<file path="src/hw/rtl/cccd_pkg.sv">
// Shared types, codes and rule tables for the chain code corner detector.
`timescale 1ns / 1ps

package cccd_pkg;

    localparam int COORD_W  = 12;  // coordinate field width on the ports
    localparam int LEN_W    = 16;  // contour length / min length width
    localparam int THR_W    = 4;   // threshold register width
    localparam int FEAT_W   = 16;  // feature index width
    localparam int TYPE_W   = 3;   // corner type width
    localparam int CNT_BITS = 4;   // direction counters, holds WINDOW up to 15
    localparam int NDIR     = 4;
    localparam int NRULE    = 8;
    localparam int MAX_RES  = 4;   // results per input item
    localparam int CFG_W    = 16;  // config write data width

    // move codes held in the window cells
    typedef enum logic [2:0] {
        MV_NONE  = 3'd0,
        MV_RIGHT = 3'd1,
        MV_UP    = 3'd2,
        MV_LEFT  = 3'd3,
        MV_DOWN  = 3'd4
    } t_move;

    // configuration register indexes
    typedef enum logic [0:0] {
        CFG_THRESHOLD  = 1'b0,
        CFG_MIN_LENGTH = 1'b1
    } t_cfg_idx;

    // direction index = move code - 1: right 0, up 1, left 2, down 3
    localparam logic [1:0] RULE_PRE [NRULE] = '{2'd2, 2'd1, 2'd0, 2'd3,
                                                2'd1, 2'd0, 2'd3, 2'd2};
    localparam logic [1:0] RULE_SUF [NRULE] = '{2'd1, 2'd0, 2'd3, 2'd2,
                                                2'd2, 2'd1, 2'd0, 2'd3};

    // window statistics handed to the rule stage
    typedef struct packed {
        logic                           first;
        logic                           armed;   // contour enabled and window full
        logic [NDIR-1:0][CNT_BITS-1:0]  before_cnt;
        logic [NDIR-1:0][CNT_BITS-1:0]  after_cnt;
        logic [COORD_W-1:0]             cx;
        logic [COORD_W-1:0]             cy;
    } t_eval_req;

endpackage

</file>
<file path="src/hw/rtl/cccd_cell.sv">
// One shift cell of the move window or point delay line.
`timescale 1ns / 1ps

module cccd_cell #(
    parameter int WIDTH = 3
) (
    input  logic             i_clk,
    input  logic             i_rst_n,
    input  logic             i_shift,
    input  logic             i_clear,
    input  logic [WIDTH-1:0] i_d,
    output logic [WIDTH-1:0] o_q
);

    logic [WIDTH-1:0] r_q;

    always_ff @(posedge i_clk) begin
        if (!i_rst_n) begin
            r_q <= '0;
        end else if (i_clear) begin
            r_q <= '0;
        end else if (i_shift) begin
            r_q <= i_d;
        end
    end

    assign o_q = r_q;

endmodule

</file>
<file path="src/hw/rtl/cccd_rules.sv">
// Corner rule evaluation, type/feature tracking and the result burst register.
`timescale 1ns / 1ps

module cccd_rules (
    input  logic                      i_clk,
    input  logic                      i_rst_n,
    input  logic                      i_valid,
    input  cccd_pkg::t_eval_req       i_req,
    input  logic [cccd_pkg::THR_W-1:0] i_threshold,
    output logic                      o_take,
    output logic                      o_tvalid,
    input  logic                      i_tready,
    output logic [39:0]               o_tdata,   // corner_x, corner_y, feature_index
    output logic [7:0]                o_tuser,   // corner_type, zero pad
    output logic                      o_tlast
);
    import cccd_pkg::*;

    logic [3:0]        r_last_type;  // 0 none, else rule + 1
    logic [FEAT_W-1:0] r_feat;
    logic [2:0]        r_cnt;

    logic [COORD_W-1:0] r_x    [MAX_RES];
    logic [COORD_W-1:0] r_y    [MAX_RES];
    logic [TYPE_W-1:0]  r_t    [MAX_RES];
    logic [FEAT_W-1:0]  r_fi   [MAX_RES];
    logic               r_last [MAX_RES];

    logic [3:0]        lt;
    logic [2:0]        k;
    logic [TYPE_W-1:0] res_t [MAX_RES];
    logic              can_load;
    logic              pop;

    // rules in order, each step sees the type left by the one before
    always_comb begin
        lt = r_last_type;
        k  = '0;
        for (int j = 0; j < MAX_RES; j++) res_t[j] = '0;
        for (int i = 0; i < NRULE; i++) begin
            if (i_req.armed && k < 3'd4 &&
                {1'b0, i_req.before_cnt[RULE_PRE[i]]} > {1'b0, i_threshold} &&
                {1'b0, i_req.after_cnt[RULE_SUF[i]]} > {1'b0, i_threshold} &&
                lt != 4'(i + 1)) begin
                res_t[k[1:0]] = TYPE_W'(i);
                lt = 4'(i + 1);
                k  = k + 3'd1;
            end
        end
    end

    assign pop      = o_tvalid && i_tready;
    assign can_load = (r_cnt == 3'd0) || (r_cnt == 3'd1 && i_tready);
    assign o_take   = i_valid && (k == 3'd0 || can_load);

    always_ff @(posedge i_clk) begin
        if (!i_rst_n) begin
            r_last_type <= '0;
            r_feat      <= '0;
            r_cnt       <= '0;
        end else begin
            if (o_take && i_req.first) begin
                r_last_type <= '0;
                r_feat      <= '0;
            end else if (o_take && k != 3'd0) begin
                r_last_type <= lt;
                r_feat      <= r_feat + FEAT_W'(k);
            end
            if (o_take && k != 3'd0) begin
                r_cnt <= k;
            end else if (pop) begin
                r_cnt <= r_cnt - 3'd1;
            end
        end
    end

    // burst slots: load on an accepted request that yields results, shift toward slot 0 on pop
    always_ff @(posedge i_clk) begin
        if (o_take && k != 3'd0) begin
            for (int j = 0; j < MAX_RES; j++) begin
                r_x[j]    <= i_req.cx;
                r_y[j]    <= i_req.cy;
                r_t[j]    <= res_t[j];
                r_fi[j]   <= r_feat + FEAT_W'(j);
                r_last[j] <= (3'(j) + 3'd1 == k);
            end
        end else if (pop) begin
            for (int j = 0; j < MAX_RES - 1; j++) begin
                r_x[j]    <= r_x[j+1];
                r_y[j]    <= r_y[j+1];
                r_t[j]    <= r_t[j+1];
                r_fi[j]   <= r_fi[j+1];
                r_last[j] <= r_last[j+1];
            end
        end
    end

    assign o_tvalid = (r_cnt != 3'd0);
    assign o_tdata  = {r_fi[0], r_y[0], r_x[0]};
    assign o_tuser  = {5'd0, r_t[0]};
    assign o_tlast  = r_last[0];

    a_last_on_final: assert property (@(posedge i_clk) disable iff (!i_rst_n)
        o_tvalid |-> (o_tlast == (r_cnt == 3'd1)))
        else $error("tlast does not mark the final result of a burst");

    a_index_runs: assert property (@(posedge i_clk) disable iff (!i_rst_n)
        (pop && r_cnt > 3'd1) |=> (r_fi[0] == $past(r_fi[0]) + FEAT_W'(1)))
        else $error("feature index skipped inside a burst");

    a_type_changes: assert property (@(posedge i_clk) disable iff (!i_rst_n)
        (r_cnt > 3'd1) |-> (r_t[0] != r_t[1]))
        else $error("repeated corner type inside a burst");

    a_cnt_bound: assert property (@(posedge i_clk) disable iff (!i_rst_n)
        (r_cnt <= 3'd4))
        else $error("burst count above four");

endmodule

</file>
<file path="src/hw/rtl/chain_code_corner_detector.sv">
// Top level of the chain code corner detector: window cells, counts, rule stage.
`timescale 1ns / 1ps

// Usage
//   s_axis: one contour point per request. tdata = x_coord[11:0], y_coord[23:12],
//   contour_length[39:24]; tuser = first_point. Software pads each contour with
//   its last WINDOW points in front and first WINDOW points behind.
//   m_axis: one feature point per request. tdata = corner_x, corner_y,
//   feature_index; tuser = corner_type; tlast on the last result of an input.
//   Config: i_cfg_wen/i_cfg_idx/i_cfg_data, index 0 threshold, 1 min length;
//   write only while idle.
// Timing
//   A point is taken into the move window cells (2*WINDOW) and the point delay
//   cells (WINDOW+1); direction counts follow incrementally. The registered point
//   then goes to the rule stage, which evaluates all eight rules and loads up to
//   four results into the burst register, where the first result shows. Sustained
//   rate is one point per cycle while no stall holds it; an input that yields
//   results waits in the rule stage while an earlier burst still holds more than
//   its last result or is held by m_axis_tready, as it drains one per ready cycle.
// Reset
//   Synchronous, active low: threshold 3, min length 50, no contour armed.
// Stall
//   When m_axis_tready is low the burst holds; the rule stage, then s_axis_tready,
//   back up behind it. Nothing is lost.
module chain_code_corner_detector #(
    parameter int WINDOW     = 10,
    parameter int COORD_BITS = 12
) (
    input  logic        i_clk,
    input  logic        i_rst_n,
    input  logic        s_axis_tvalid,
    output logic        s_axis_tready,
    input  logic [39:0] s_axis_tdata,   // x_coord, y_coord, contour_length
    input  logic [7:0]  s_axis_tuser,   // first_point, zero pad
    output logic        m_axis_tvalid,
    input  logic        m_axis_tready,
    output logic [39:0] m_axis_tdata,   // corner_x, corner_y, feature_index
    output logic [7:0]  m_axis_tuser,   // corner_type, zero pad
    output logic        m_axis_tlast,
    input  logic        i_cfg_wen,
    input  logic [0:0]  i_cfg_idx,
    input  logic [15:0] i_cfg_data
);
    import cccd_pkg::*;

    localparam int CW     = (COORD_BITS < COORD_W) ? COORD_BITS : COORD_W;
    localparam int TWO_W  = 2 * WINDOW;
    localparam int FILL_W = $clog2(TWO_W + 1);

    // configuration
    logic [THR_W-1:0] r_threshold;
    logic [LEN_W-1:0] r_min_len;

    always_ff @(posedge i_clk) begin
        if (!i_rst_n) begin
            r_threshold <= THR_W'(3);
            r_min_len   <= LEN_W'(50);
        end else if (i_cfg_wen) begin
            unique case (t_cfg_idx'(i_cfg_idx))
                CFG_THRESHOLD:  r_threshold <= i_cfg_data[THR_W-1:0];
                CFG_MIN_LENGTH: r_min_len   <= i_cfg_data[LEN_W-1:0];
                default:        r_threshold <= r_threshold;
            endcase
        end
    end

    // input fields
    logic [CW-1:0]    in_x, in_y;
    logic             in_first;
    logic [LEN_W-1:0] in_len;
    logic             accept;
    logic             take;
    logic             r_eval_v;
    logic             r_eval_first;

    assign in_x     = s_axis_tdata[CW-1:0];
    assign in_y     = s_axis_tdata[COORD_W+CW-1:COORD_W];
    assign in_len   = s_axis_tdata[2*COORD_W+LEN_W-1:2*COORD_W];
    assign in_first = s_axis_tuser[0];

    assign s_axis_tready = !r_eval_v || take;
    assign accept        = s_axis_tvalid && s_axis_tready;

    // move code against the previous point, no wrap at the range edge
    logic [CW-1:0] r_px, r_py;
    t_move         code_new;

    always_comb begin
        if ({1'b0, in_x} == {1'b0, r_px} + 1'b1 && in_y == r_py) begin
            code_new = MV_RIGHT;
        end else if (in_x == r_px && {1'b0, in_y} == {1'b0, r_py} + 1'b1) begin
            code_new = MV_UP;
        end else if ({1'b0, in_x} + 1'b1 == {1'b0, r_px} && in_y == r_py) begin
            code_new = MV_LEFT;
        end else if (in_x == r_px && {1'b0, in_y} + 1'b1 == {1'b0, r_py}) begin
            code_new = MV_DOWN;
        end else begin
            code_new = MV_NONE;
        end
    end

    // move window: index 0 oldest, new code enters at the top
    logic [2:0] w_q [TWO_W];

    for (genvar i = 0; i < TWO_W; i++) begin : g_move
        logic [2:0] d;
        if (i == TWO_W - 1) begin : g_top
            assign d = code_new;
        end else begin : g_mid
            assign d = w_q[i+1];
        end
        cccd_cell #(.WIDTH(3)) u_cell (
            .i_clk   (i_clk),
            .i_rst_n (i_rst_n),
            .i_shift (accept && !in_first),
            .i_clear (accept && in_first),
            .i_d     (d),
            .o_q     (w_q[i])
        );
    end

    // point delay line, centre point at the far end
    logic [2*CW-1:0] p_q [WINDOW+1];

    for (genvar i = 0; i <= WINDOW; i++) begin : g_point
        logic [2*CW-1:0] d;
        if (i == 0) begin : g_head
            assign d = {in_y, in_x};
        end else begin : g_tail
            assign d = p_q[i-1];
        end
        cccd_cell #(.WIDTH(2*CW)) u_cell (
            .i_clk   (i_clk),
            .i_rst_n (i_rst_n),
            .i_shift (accept),
            .i_clear (1'b0),
            .i_d     (d),
            .o_q     (p_q[i])
        );
    end

    // incremental direction counts: oldest leaves before, middle crosses over
    logic [NDIR-1:0][CNT_BITS-1:0] r_before, r_after, n_before, n_after;
    logic [2:0]                    w_lo, w_mid;

    assign w_lo  = w_q[0];
    assign w_mid = w_q[WINDOW];

    always_comb begin
        for (int d = 0; d < NDIR; d++) begin
            n_before[d] = r_before[d] + CNT_BITS'(w_mid == 3'(d + 1))
                                      - CNT_BITS'(w_lo == 3'(d + 1));
            n_after[d]  = r_after[d] + CNT_BITS'(code_new == 3'(d + 1))
                                     - CNT_BITS'(w_mid == 3'(d + 1));
        end
    end

    logic [FILL_W-1:0] r_fill;
    logic              r_enabled;

    always_ff @(posedge i_clk) begin
        if (!i_rst_n) begin
            r_before     <= '0;
            r_after      <= '0;
            r_fill       <= '0;
            r_enabled    <= 1'b0;
            r_px         <= '0;
            r_py         <= '0;
            r_eval_v     <= 1'b0;
            r_eval_first <= 1'b0;
        end else begin
            if (accept) begin
                r_px         <= in_x;
                r_py         <= in_y;
                r_eval_first <= in_first;
                if (in_first) begin
                    r_before  <= '0;
                    r_after   <= '0;
                    r_fill    <= '0;
                    r_enabled <= (in_len > r_min_len);
                end else begin
                    r_before <= n_before;
                    r_after  <= n_after;
                    if (r_fill != FILL_W'(TWO_W)) r_fill <= r_fill + 1'b1;
                end
            end
            if (accept) begin
                r_eval_v <= 1'b1;
            end else if (take) begin
                r_eval_v <= 1'b0;
            end
        end
    end

    // rule stage request
    t_eval_req req;

    assign req.first      = r_eval_first;
    assign req.armed      = r_enabled && (r_fill == FILL_W'(TWO_W));
    assign req.before_cnt = r_before;
    assign req.after_cnt  = r_after;
    assign req.cx         = COORD_W'(p_q[WINDOW][CW-1:0]);
    assign req.cy         = COORD_W'(p_q[WINDOW][2*CW-1:CW]);

    cccd_rules u_rules (
        .i_clk       (i_clk),
        .i_rst_n     (i_rst_n),
        .i_valid     (r_eval_v),
        .i_req       (req),
        .i_threshold (r_threshold),
        .o_take      (take),
        .o_tvalid    (m_axis_tvalid),
        .i_tready    (m_axis_tready),
        .o_tdata     (m_axis_tdata),
        .o_tuser     (m_axis_tuser),
        .o_tlast     (m_axis_tlast)
    );

endmodule

</file>
<file path="config.mk">
export PLATFORM = sky130hd
export DESIGN_NAME = chain_code_corner_detector
export DESIGN_NICKNAME = d
export VERILOG_FILES = /design/src/hw/rtl/cccd_pkg.sv /design/src/hw/rtl/cccd_cell.sv /design/src/hw/rtl/cccd_rules.sv /design/src/hw/rtl/chain_code_corner_detector.sv
export SDC_FILE = /design/constraint.sdc
export NUM_CORES = 1
export LEC_CHECK = 0
export BUFFER_PORTS_ARGS = -buffer_cell sky130_fd_sc_hd__buf_2
export CORE_ASPECT_RATIO = 1.5
export CORE_MARGIN = 1
export CORE_UTILIZATION = 62
export DETAILED_ROUTE_END_ITERATION = 16
export MAX_ROUTING_LAYER = met4
export PLACE_DENSITY_LB_ADDON = 0.1
export SKIP_LAST_GASP = 1
export SYNTH_ARGS = -nofsm -noshare
export SYNTH_HDL_FRONTEND = slang
export SYNTH_SLANG_ARGS = --single-unit
</file>
<file path="constraint.sdc">
create_clock -name i_clk -period 12.7 [get_ports i_clk]
set_input_delay 1.27 -clock i_clk [delete_from_list [all_inputs] [get_ports i_clk]]
set_output_delay 1.27 -clock i_clk [all_outputs]
set_load 0.01 [all_outputs]
</file>
==> results list <==
* Amount of wire on met3 after detailed routing: 2420 microns
* Core Rows: 95
* Worst-skew pair later-pin latency: 610 ps
- The worst hold path begins at g_point[6].u_cell.o_q[22].
* H-tree level count: 2
* Worst hold path stage count: 2
- For the pin with the worst max-slew slack, the measured transition is 1210 ps.
- Slowest-stage cell, CP: sky130_fd_sc_hd__nor3_1
- The number of setup buffers added after CTS is 0.
* Port bufs: 108
- Via count of the first global-routing pass: 20000
* Wire length of the first global-routing pass: 96300 microns
- Yosys warns: 0
- For this run, the leading register cell type out of synthesis is sky130_fd_sc_hd__dfxtp_1.
* CP Data Arrival Time: 8570 ps
* Netlist area before placement: 28100 sq um
- Dividing total power by cell area gives a power density of 125 nW/um^2.
- Synthesis handed over a netlist of 3174 instances.
* Asr flop ratio synth: 0%
* Worst supply voltage drop on vdd: 112 uV
* TritonCTS Buffers: 53
- In the routed layout, each cell is associated on average with a via count of 5.53.
- First-pass detailed-route iteration total: 5
* Initial antenna violation count: 12
- Non-Filler Instances: 3780
* Cell types occupying the most area after synthesis: sky130_fd_sc_hd__dfxtp_1 (29%), sky130_fd_sc_hd__edfxtp_1 (19%), sky130_fd_sc_hd__nand2_1 (13%)
* Total routed wirelength: 57600 microns
* Die Y: 263 microns
- Number of nets in the finished design: 3343
* Shortest clock period the worst path allows after layout: 9840 ps
* Depth of the most critical reg-to-reg path: 29
* Highest-count cells in the layout ignoring fill and taps: sky130_fd_sc_hd__nand2_1 (988), sky130_fd_sc_hd__dfxtp_1 (407), sky130_fd_sc_hd__a21boi_1 (334)
* Routed met1 length: 24800 microns
- The detailed router used layers up to and including met4.
- For the worst setup path, the data required time is 11430 ps.
- Along the worst path, the maximum fanout reaches 15.
* Placed wire-length estimate: 37300 microns
* Crit Reg-Reg Endpoint: u_rules.r_y[1][2]
- The library cell used most frequently in the layout, excluding fill and tap cells, is sky130_fd_sc_hd__nand2_1.
- Die area: 46100 sq um
* Category of the critical setup timing path: register to primary output
* Final number of max-transition violations: 0
- After synthesis, the mean cell area works out to 8.84 sq um.
- In the final timing run, aggregate negative setup slack is 0 ps.
- Width of the chip: 176 microns
- For this block, the via count after detailed routing is 20900.
- Post-route standard cell area excluding fillers: 30400 sq um
- TritonCTS built the clock tree.
- Entering global routing, the biggest net connects 262 pins.
- Terminating pin of the worst hold path: g_point[7].u_cell.o_q[22]
- Counting tap cells, the placed design contains a total of 3670 instances.
* Delay contributed by the slowest stage of the critical path: 690 ps
- Unique masters post-synth: 89
- Worst Setup End Kind: primary output
- Number of cells upsized or downsized after cts: 0
* Register-to-register setup slack: 3060 ps
- Setup repair after global routing left no endpoint under its margin.
* Fmax: 102 MHz
- Proportion of netlist area held by the largest area contributor: 29.0%
* Leakage power figure: 11.2 nW
- Detailed-route DRC error count: 0
* CTS sink count: 583
- Setup violations remaining at the end of the flow were counted as 0.
- Floorplan Core Area: 44700 sq um
* Share of synthesized area occupied by flip-flops and latches: 47.9%
- Buffers inserted to repair hold after CTS numbered 0.
* Total power of the final layout: 3.80 mW
- Met2 routed wirelength: 28800 microns
- For this configuration, the core starts out at a cell density of 62.8%.
* Fraction of final layout cells with drive strength greater than 1: 7.84%
- The worst setup path is launched from a register.
- Post-placement cell area: 28500 sq um
* Worst-case clock buffer depth: 3
* Clk slew on worst S/H paths: 70 ps
* Master cell of the clock root buffer: sky130_fd_sc_hd__clkbuf_16
- For this block, the initial DRC count from the detailed router was 1499.
* Number of maximum-capacitance violations: 0
- Remaining number of nets flagged by the antenna check after routing: 0
- The clock arrives with 25.5 ps of skew.
- The worst register-to-register path begins at r_threshold[1].
- Synthesis inferred 583 register bits.
- Overall global routing resource usage: 25.7%
* Congestion Overflow GR: 0
- Counting flops with a built-in enable in the synthesized netlist gives 176.
* Layout area overhead: 8.46%
- 121 I/O pins were placed.
* Total count of hold-check failures in the final report: 0
- Average wire per cell in the routed design: 15.2 microns
* Max-slew headroom: 19.6%
- The worst path uses 77.5% of the clock period.
* Result of the run: complete, no violations
- Hold WC Path Type: register to register
- The synthesized design spends more area on one cell type than any other, namely sky130_fd_sc_hd__dfxtp_1.
* Weighted congestion reported at the end of routability-driven placement: 0.869
==> per-layer routing <==
metal  GRT usage, %  vias up
met5              -        -
met4           8.48        0
met3           3.40      108
met2           43.6      399
met1           31.3     9789
li1               -    10600
==> cells by family after synthesis <==
group                    synth area share [%]
other                                  0.0134
XOR/XNOR                                 3.76
multiplexers                            0.410
adder cells (fa/ha/maj)                  6.04
AO/OA/AOI/OAI                            16.5
buffers and inverters                    4.93
AND/OR/NAND/NOR                          20.5
flip-flops                               47.9
==> worst max path at each step <==
stage          slack (ps)           endpoint            from
6_report             2860      s_axis_tready  r_threshold[1]
4_1_cts              2830      s_axis_tready  r_threshold[1]
2_1_floorplan        3220   u_rules.r_cnt[2]  r_threshold[1]
3_5_place_dp         3070  u_rules.r_y[3][3]  r_threshold[1]
3_3_place_gp         3210  u_rules.r_y[2][2]  r_threshold[1]
5_1_grt              2280  u_rules.r_x[0][8]  r_threshold[1]
==> state kept, by name, indices dropped and copies added (netlist names) <==
register	count
r_min_len	16
u_rules.r_y	48
u_rules.r_cnt	3
u_rules.r_last	4
r_enabled	1
u_rules.r_t	12
g_move.u_cell.o_q	60
r_fill	5
r_after	16
r_eval_v	1
r_py	12
r_eval_first	1
r_before	16
r_px	11
r_threshold	4
u_rules.r_feat	16
u_rules.r_x	48
g_point.u_cell.o_q	241
u_rules.r_fi	64
u_rules.r_last_type	4
==> Yosys cell counts (all sizes together) (12+ instances only) <==
master and number:
and3 15, nand2b 15, nand3 116, clkbuf 101, inv 103, nand3b 13, edfxtp 176, nor2 99
a21o 20, nor3 23, buf 111, a21boi 365, a21oi 74, o22ai 15, o21ai 79, dfxtp 407
a31oi 13, nor2b 20, o211ai 12, xor2 43, xnor2 72, nand2 991, ha 121, nand4 22
==> layout make-up <==
type                       instances  area, sq um
antenna                           11         27.5
clock buffer                      66         1440
clock inverter                    33          448
fill                            3640        14300
inverter                         104          390
multi-input combinational       2279        13300
sequential                       583        13400
tap                              582          728
timing repair buffer             122          679
==> worst max-delay path, delay by kind of cell (launching register included) <==
kind / cells / cell delay [ps]
compound gates: 9 / 2250
simple gates: 6 / 2010
fa+ha+maj: 6 / 1830
buf+inv: 6 / 970
mux: 1 / 450
flops: 1 / 300
xor+xnor: 1 / 160
==> power by group <==
group          internal, mW  switching (mW)
logic                0.0620           0.113
clock network         0.977           0.716
registers              1.92          0.0136
==> through the flow <==
step | util [%] | worst slack [ps] | hold WS, ps
6_report | 68.1 | 2860 | 431
3_3_place_gp | 63.8 | 3210 | 437
5_1_grt | 68.1 | 2280 | 461
4_1_cts | 68.0 | 2830 | 430
3_5_place_dp | 63.8 | 3070 | 439
2_1_floorplan | - | 3220 | 430
(Power assumes the default switching activity.)
